==> src/rtl/u8s_pkg.sv <==
package u8s_pkg;

   // lead and continuation byte limits
   localparam logic [7:0] ASCII_MAX   = 8'h7F;
   localparam logic [7:0] LEAD2_MIN   = 8'hC2;
   localparam logic [7:0] LEAD2_MAX   = 8'hDF;
   localparam logic [7:0] LEAD3_MIN   = 8'hE0;
   localparam logic [7:0] LEAD3_MAX   = 8'hEF;
   localparam logic [7:0] LEAD4_MIN   = 8'hF0;
   localparam logic [7:0] LEAD4_MAX   = 8'hF4;
   localparam logic [1:0] CONT_TAG    = 2'b10;

   // leads with a narrowed second byte range
   localparam logic [7:0] LEAD_E0     = 8'hE0;
   localparam logic [7:0] LEAD_ED     = 8'hED;
   localparam logic [7:0] LEAD_F0     = 8'hF0;
   localparam logic [7:0] LEAD_F4     = 8'hF4;
   localparam logic [7:0] E0_SEC_MIN  = 8'hA0;
   localparam logic [7:0] ED_SEC_LIM  = 8'hA0;
   localparam logic [7:0] F0_SEC_MIN  = 8'h90;
   localparam logic [7:0] F4_SEC_MAX  = 8'h8F;

   // replacement character EF BF BD
   localparam logic [7:0] REPL_B0     = 8'hEF;
   localparam logic [7:0] REPL_B1     = 8'hBF;
   localparam logic [7:0] REPL_B2     = 8'hBD;
   localparam logic [2:0] REPL_LEN    = 3'd3;

   // action codes
   localparam logic       ACT_APPEND  = 1'b0;
   localparam logic       ACT_FLUSH   = 1'b1;

   // sequence length from the lead byte, zero for a bad lead
   function automatic logic [2:0] seq_len(input logic [7:0] lead);
      logic [2:0] len;
      len = 3'd0;
      if (lead <= ASCII_MAX) begin
         len = 3'd1;
      end else if (lead >= LEAD2_MIN && lead <= LEAD2_MAX) begin
         len = 3'd2;
      end else if (lead >= LEAD3_MIN && lead <= LEAD3_MAX) begin
         len = 3'd3;
      end else if (lead >= LEAD4_MIN && lead <= LEAD4_MAX) begin
         len = 3'd4;
      end
      return len;
   endfunction

   // byte k of the replacement character
   function automatic logic [7:0] repl_byte(input logic [1:0] k);
      logic [7:0] b;
      case (k)
         2'd0:    b = REPL_B0;
         2'd1:    b = REPL_B1;
         default: b = REPL_B2;
      endcase
      return b;
   endfunction

endpackage

==> src/rtl/utf8_stream_sanitizer.sv <==
// an item's time grows with the sequences scanned by the per-sequence check step and the
// bytes emitted by the one-byte-per-cycle emit loop, which waits while the output stalls
// one item at a time: req_ready is high only between items
// reset: synchronous, active high; clears the held count, sequencer and output valid
module utf8_stream_sanitizer (
   input  logic       clock,
   input  logic       reset,
   input  logic       req_valid,
   output logic       req_ready,
   input  logic       req_action,
   input  logic [7:0] req_data_byte,
   output logic       rsp_valid,
   input  logic       rsp_ready,
   output logic [7:0] rsp_out_byte,
   output logic       rsp_out_last
);

   typedef enum logic [1:0] {
      S_IDLE,
      S_SCAN,
      S_EMIT,
      S_FINISH
   } state_type;

   state_type   state_ff, state_in;
   logic [7:0]  buf_ff [4];
   logic [7:0]  buf_in [4];
   logic [2:0]  cnt_ff, cnt_in;
   logic        flush_ff, flush_in;
   logic        drain_ff, drain_in;
   logic        repl_ff, repl_in;
   logic [2:0]  emit_len_ff, emit_len_in;
   logic [1:0]  emit_k_ff, emit_k_in;
   logic        pend_valid_ff, pend_valid_in;
   logic [7:0]  pend_byte_ff, pend_byte_in;
   logic        rsp_valid_ff, rsp_valid_in;
   logic [7:0]  rsp_byte_ff, rsp_byte_in;
   logic        rsp_last_ff, rsp_last_in;

   logic        out_free;
   logic        can_push;
   logic [2:0]  lead_len;
   logic        seq_good;
   logic [7:0]  new_byte;
   logic        emit_end;

   assign req_ready    = (state_ff == S_IDLE);
   assign rsp_valid    = rsp_valid_ff;
   assign rsp_out_byte = rsp_byte_ff;
   assign rsp_out_last = rsp_last_ff;

   // output register can take a word this cycle
   assign out_free = !rsp_valid_ff || rsp_ready;
   assign can_push = !pend_valid_ff || out_free;

   // check unit on the sequence at the head of the window
   always_comb begin
      lead_len = u8s_pkg::seq_len(buf_ff[0]);
      seq_good = 1'b1;
      if (lead_len >= 3'd2 && buf_ff[1][7:6] != u8s_pkg::CONT_TAG) begin
         seq_good = 1'b0;
      end
      if (lead_len >= 3'd3 && buf_ff[2][7:6] != u8s_pkg::CONT_TAG) begin
         seq_good = 1'b0;
      end
      if (lead_len == 3'd4 && buf_ff[3][7:6] != u8s_pkg::CONT_TAG) begin
         seq_good = 1'b0;
      end
      if (buf_ff[0] == u8s_pkg::LEAD_E0 && buf_ff[1] < u8s_pkg::E0_SEC_MIN) begin
         seq_good = 1'b0;
      end
      if (buf_ff[0] == u8s_pkg::LEAD_ED && buf_ff[1] >= u8s_pkg::ED_SEC_LIM) begin
         seq_good = 1'b0;
      end
      if (buf_ff[0] == u8s_pkg::LEAD_F0 && buf_ff[1] < u8s_pkg::F0_SEC_MIN) begin
         seq_good = 1'b0;
      end
      if (buf_ff[0] == u8s_pkg::LEAD_F4 && buf_ff[1] > u8s_pkg::F4_SEC_MAX) begin
         seq_good = 1'b0;
      end
   end

   // byte produced by the emit step
   assign new_byte = repl_ff ? u8s_pkg::repl_byte(emit_k_ff) : buf_ff[0];
   assign emit_end = ({1'b0, emit_k_ff} == (emit_len_ff - 3'd1));

   // sequencer next state
   always_comb begin
      state_in      = state_ff;
      buf_in        = buf_ff;
      cnt_in        = cnt_ff;
      flush_in      = flush_ff;
      drain_in      = drain_ff;
      repl_in       = repl_ff;
      emit_len_in   = emit_len_ff;
      emit_k_in     = emit_k_ff;
      pend_valid_in = pend_valid_ff;
      pend_byte_in  = pend_byte_ff;
      rsp_valid_in  = rsp_valid_ff && !rsp_ready;
      rsp_byte_in   = rsp_byte_ff;
      rsp_last_in   = rsp_last_ff;

      unique case (state_ff)
         S_IDLE: begin
            if (req_valid) begin
               if (req_action == u8s_pkg::ACT_APPEND) begin
                  buf_in[cnt_ff[1:0]] = req_data_byte;
                  cnt_in              = cnt_ff + 3'd1;
               end
               flush_in = (req_action == u8s_pkg::ACT_FLUSH);
               drain_in = 1'b0;
               state_in = S_SCAN;
            end
         end

         S_SCAN: begin
            emit_k_in = 2'd0;
            if (cnt_ff == 3'd0) begin
               state_in = S_FINISH;
            end else if (drain_ff || lead_len == 3'd0) begin
               repl_in     = 1'b1;
               emit_len_in = u8s_pkg::REPL_LEN;
               state_in    = S_EMIT;
            end else if (lead_len > cnt_ff) begin
               // unfinished sequence: held, or all replaced on a flush
               if (flush_ff) begin
                  drain_in    = 1'b1;
                  repl_in     = 1'b1;
                  emit_len_in = u8s_pkg::REPL_LEN;
                  state_in    = S_EMIT;
               end else begin
                  state_in = S_FINISH;
               end
            end else if (!seq_good) begin
               repl_in     = 1'b1;
               emit_len_in = u8s_pkg::REPL_LEN;
               state_in    = S_EMIT;
            end else begin
               repl_in     = 1'b0;
               emit_len_in = lead_len;
               state_in    = S_EMIT;
            end
         end

         S_EMIT: begin
            if (can_push) begin
               // previous byte moves out, it is not the last one
               if (pend_valid_ff) begin
                  rsp_valid_in = 1'b1;
                  rsp_byte_in  = pend_byte_ff;
                  rsp_last_in  = 1'b0;
               end
               pend_valid_in = 1'b1;
               pend_byte_in  = new_byte;
               // pass-through bytes leave the window one by one
               if (!repl_ff || emit_end) begin
                  buf_in[0] = buf_ff[1];
                  buf_in[1] = buf_ff[2];
                  buf_in[2] = buf_ff[3];
                  cnt_in    = cnt_ff - 3'd1;
               end
               if (emit_end) begin
                  state_in = S_SCAN;
               end else begin
                  emit_k_in = emit_k_ff + 2'd1;
               end
            end
         end

         S_FINISH: begin
            if (!pend_valid_ff || out_free) begin
               if (pend_valid_ff) begin
                  rsp_valid_in  = 1'b1;
                  rsp_byte_in   = pend_byte_ff;
                  rsp_last_in   = 1'b1;
                  pend_valid_in = 1'b0;
               end
               if (flush_ff) begin
                  cnt_in = 3'd0;
               end
               state_in = S_IDLE;
            end
         end

         default: begin
            state_in = S_IDLE;
         end
      endcase
   end

   // state and registered outputs
   always_ff @(posedge clock) begin
      if (reset) begin
         state_ff      <= S_IDLE;
         cnt_ff        <= 3'd0;
         flush_ff      <= 1'b0;
         drain_ff      <= 1'b0;
         repl_ff       <= 1'b0;
         emit_len_ff   <= 3'd0;
         emit_k_ff     <= 2'd0;
         pend_valid_ff <= 1'b0;
         rsp_valid_ff  <= 1'b0;
      end else begin
         state_ff      <= state_in;
         cnt_ff        <= cnt_in;
         flush_ff      <= flush_in;
         drain_ff      <= drain_in;
         repl_ff       <= repl_in;
         emit_len_ff   <= emit_len_in;
         emit_k_ff     <= emit_k_in;
         pend_valid_ff <= pend_valid_in;
         rsp_valid_ff  <= rsp_valid_in;
      end
      buf_ff       <= buf_in;
      pend_byte_ff <= pend_byte_in;
      rsp_byte_ff  <= rsp_byte_in;
      rsp_last_ff  <= rsp_last_in;
   end

endmodule

==> config.mk <==
export PLATFORM = sky130hd
export DESIGN_NAME = utf8_stream_sanitizer
export DESIGN_NICKNAME = d
export VERILOG_FILES = /design/src/rtl/u8s_pkg.sv /design/src/rtl/utf8_stream_sanitizer.sv
export SDC_FILE = /design/constraint.sdc
export NUM_CORES = 1
export LEC_CHECK = 0
export ABC_AREA = 1
export BUFFER_PORTS_ARGS = -buffer_cell sky130_fd_sc_hd__buf_2
export CAP_MARGIN = 25
export CORE_UTILIZATION = 53
export CTS_CLUSTER_SIZE = 40
export DETAILED_ROUTE_END_ITERATION = 6
export PLACE_DENSITY_LB_ADDON = 0.08
export SLEW_MARGIN = 20
export SYNTH_ARGS = -nofsm -noshare
export SYNTH_HDL_FRONTEND = slang
export SYNTH_SLANG_ARGS = --single-unit
==> constraint.sdc <==
create_clock -name clock -period 2.9 [get_ports clock]
set_input_delay 0.145 -clock clock [delete_from_list [all_inputs] [get_ports clock]]
set_output_delay 0.145 -clock clock [all_outputs]
set_load 0.005 [all_outputs]
==> results.cfg <==
[critical_path]
rr_startpoint = emit_len_ff[0]$_SDFFE_PP0P_
worstPathMaxFanout = 8
crit_type = flop to flop
critPathCaptureType = flop
r2r_setup_slack_ns = 0.43
reg2reg_depth = 9
start_kind = flop
r2r_end = buf_ff[24]$_DFFE_PP_
worstPathArrival_ns = 2.44
crit_required_ns = 2.87

[drt]
drtIter0Drc = 143
via_per_inst = 5.13
dr.pass1.iters = 5
vias = 2202
routed_wl_mm = 5.56
drc = 0
wire_per_inst_um = 13.0
ant_nets = 0

[synthesis]
synth_edf_count = 49
ys_ff_latch = 64
netlist_instances = 312
syn_nets = 333
yosys.area.top_type = edfxtp_1
syn_area_per_cell_um2 = 9.61
ys_seq_area_frac = 0.591
mappedNetlistArea_mm2 = 0.00300
synth_top_area_frac = 0.491
async_flop_share = 0
synth_area_leaders = edfxtp_1 (49%), dfxtp_1 (10%), nand2_1 (9.4%), o21ai_0 (5.7%), inv_1 (4.4%)
synth_flop_cell = edfxtp_1
synth.distinct_cells = 30
yosys_warnings = 0

[final_layout]
drive_above_1_share = 0.157
final_cells = 429
nets = 373
postLayoutCoreUtil = 0.637
multiInputGateArea_mm2 = 0.00106
fill_cells = 454
seq_area_mm2 = 0.00177
area_growth_pct = 16.3
antennaDiodeCount = 0

[sta]
tns_ns = 0
setup_slack_ns = 0.427
setup_viol = 0
max_freq_ghz = 0.404
min_period_ns = 2.47
hold_viol = 0
tightest_slew_ns = 0.718
skew_ns = 0.00531
post-route-period-util = 0.853
maxSlewHeadroom = 0.521
maxSlewViolCount = 0
grt_setup_unrepaired = false

[floorplanning]
initial_core_util = 0.548
die-height_um = 77.2
placementRows = 27
core_mm2 = 0.00547
die_w_um = 77.2
fp.dieArea_mm2 = 0.00596
ios = 24

[global_route]
grt.busiest_layer = met2
gr-total-overflow = 0
grt_use_met1 = 0.270
grt_pass1_vias = 2084
use_met2 = 0.326
grt_antenna_before_repair = 0
grtUsageTotal = 0.206
grt_max_degree = 24
grtUsageMet3 = 0.0357
grt_pass1_wl_mm = 9.37

[clock_network]
cts_sinks = 64
root_buffer = clkbuf_8
htreeDepth = 3
cts_tree = built
cts_resized = 0
clk_path_buf_depth = 2
cts_made_buffers = 9
cts.clk_slew.worst_paths_ns = 0.07
clk_latency_ns = 0.34

[placement]
dpl.hpwl_mm = 4.09
gp_congestion = 0.823
io_buffers = 23
dp_slack_ns = 0.445
dpl.cell_count = 405

[power_and_ir_drop]
power.density_mw_per_mm2 = 1010
power_switching_share = 0.366
vdd_ir_drop_max_uv = 457
seqPwrFrac = 0.435
p_total_mw = 3.52
leakagePower_nw = 1.38
power_frac_comb = 0.332
p_int_mw = 2.23
switchingPower_mw = 1.29
p_clk_frac = 0.233

[worst_hold_path]
holdCritStartpoint = rsp_ready
holdPathEnd = rsp_valid$_SDFF_PP0_
whs_path_depth = 4
hp-class = input port to flop

[outcome]
status = completed

[job]
drv_cap = 0
## through the flow
stage	instance area [um^2]	hold WS, ns
floorplan	3000	0.244
global placement	3200	0.336
detailed placement	3200	0.339
global route	3490	0.124
finish	3490	0.105
CTS	3490	0.0927
## state kept, by name (all words and copies together) (netlist names), 2 cells and up
register and flops:
emit_len_ff 3, rsp_out_byte 8, state_ff 2, pend_byte_ff 8, cnt_ff 3, buf_ff 32
emit_k_ff 2
## worst max path at each step
| stage | startpoint | endpoint | slack [ns] |
|---|---|---|---|
| floorplan | emit_len_ff[0]$_SDFFE_PP0P_ | buf_ff[24]$_DFFE_PP_ | 0.78 |
| global placement | emit_len_ff[0]$_SDFFE_PP0P_ | buf_ff[10]$_DFFE_PP_ | 0.51 |
| detailed placement | emit_len_ff[0]$_SDFFE_PP0P_ | buf_ff[25]$_DFFE_PP_ | 0.44 |
| CTS | emit_len_ff[0]$_SDFFE_PP0P_ | buf_ff[25]$_DFFE_PP_ | 0.44 |
| global route | emit_len_ff[0]$_SDFFE_PP0P_ | buf_ff[30]$_DFFE_PP_ | 0.17 |
| finish | emit_len_ff[0]$_SDFFE_PP0P_ | buf_ff[24]$_DFFE_PP_ | 0.43 |
## layout make-up
class                   instances  area share
multi-input cells             206       0.303
well taps                      72      0.0258
inverters                      37      0.0398
repair buffers                 34      0.0624
flip-flops and latches         64       0.508
clock buffers                  10      0.0366
clock inverters                 6      0.0240
## critical path: stages (launching register included)
cell	delay, ns
dfxtp_1	0.36
inv_1	0.06
ha_1	0.29
xor2_1	0.13
nand3_1	0.16
nand3_1	0.11
nand2_1	0.05
nor2_1	0.15
nand2_1	0.18
a21oi_1	0.61
## synthesized netlist by cell type, types with 2 or more instances
master / n
nand4_1: 2
a211oi_1: 2
nor2_4: 2
nand3_2: 2
nand2_1: 75
clkbuf_1: 3
or2_2: 2
nor2_1: 24
nor4_1: 2
o22ai_1: 4
nand3_1: 11
xor2_1: 2
inv_2: 2
edfxtp_1: 49
ha_1: 7
nor3_1: 2
xnor2_1: 2
nand2_2: 4
o21ai_0: 34
a21oi_1: 22
dfxtp_1: 15
inv_1: 35
nor2_2: 2
## timing repair
action / in CTS / in global routing
hold buffers: 8 / 0
endpoints found under the setup margin: 0 / 0
setup buffers: 0 / 0
hold endpoints to repair: 8 / 0
## placed cells by master, fill, tap and decap left out
cell / instances
dfxtp_1: 15
xnor2_1: 2
nand4_1: 2
a211oi_1: 2
nor4_1: 2
nand2_2: 4
nor2_1: 24
inv_1: 35
clkinv_1: 1
edfxtp_1: 49
buf_2: 23
clkbuf_8: 9
o21ai_0: 34
nand3_1: 11
buf_4: 3
a21oi_4: 1
clkinv_2: 1
o21ai_1: 1
o22ai_1: 4
fa_1: 1
nand3b_1: 1
nand3_2: 2
clkbuf_1: 1
nor2_2: 2
or2_2: 2
nor2_4: 2
inv_2: 2
nand2_4: 1
dlygate4sd3_1: 8
clkinvlp_4: 2
ha_1: 7
bufinv_16: 2
xor2_1: 2
nand2_1: 75
a21oi_1: 22
nor3_1: 2
## logic make-up (layout without fill, tap and decap cells)
logic type | count (synthesis) | count (layout) | share of synthesized area
xor+xnor | 4 | 4 | 0.0117
buf+inv | 42 | 87 | 0.0563
flops | 64 | 64 | 0.591
simple gates | 130 | 130 | 0.191
compound gates | 64 | 64 | 0.114
fa+ha+maj | 8 | 8 | 0.0359
## power groups by stage
stage / registers, mW / logic (mW) / clock network, mW
after floorplan: 1.49 / 0.915 / 0
after global placement: 1.54 / 1.12 / 0
after detailed placement: 1.55 / 1.15 / 0
after CTS: 1.53 / 1.17 / 0.834
after global routing: 1.57 / 1.33 / 0.870
final: 1.53 / 1.17 / 0.820
## routing by layer
| layer | part of all wire | vias up |
|---|---|---|
| met5 | 0 | - |
| met4 | 0.014 | 0 |
| met3 | 0.029 | 6 |
| met2 | 0.47 | 40 |
| met1 | 0.48 | 1016 |
| li1 | - | 1140 |
(Power assumes the default switching activity.)
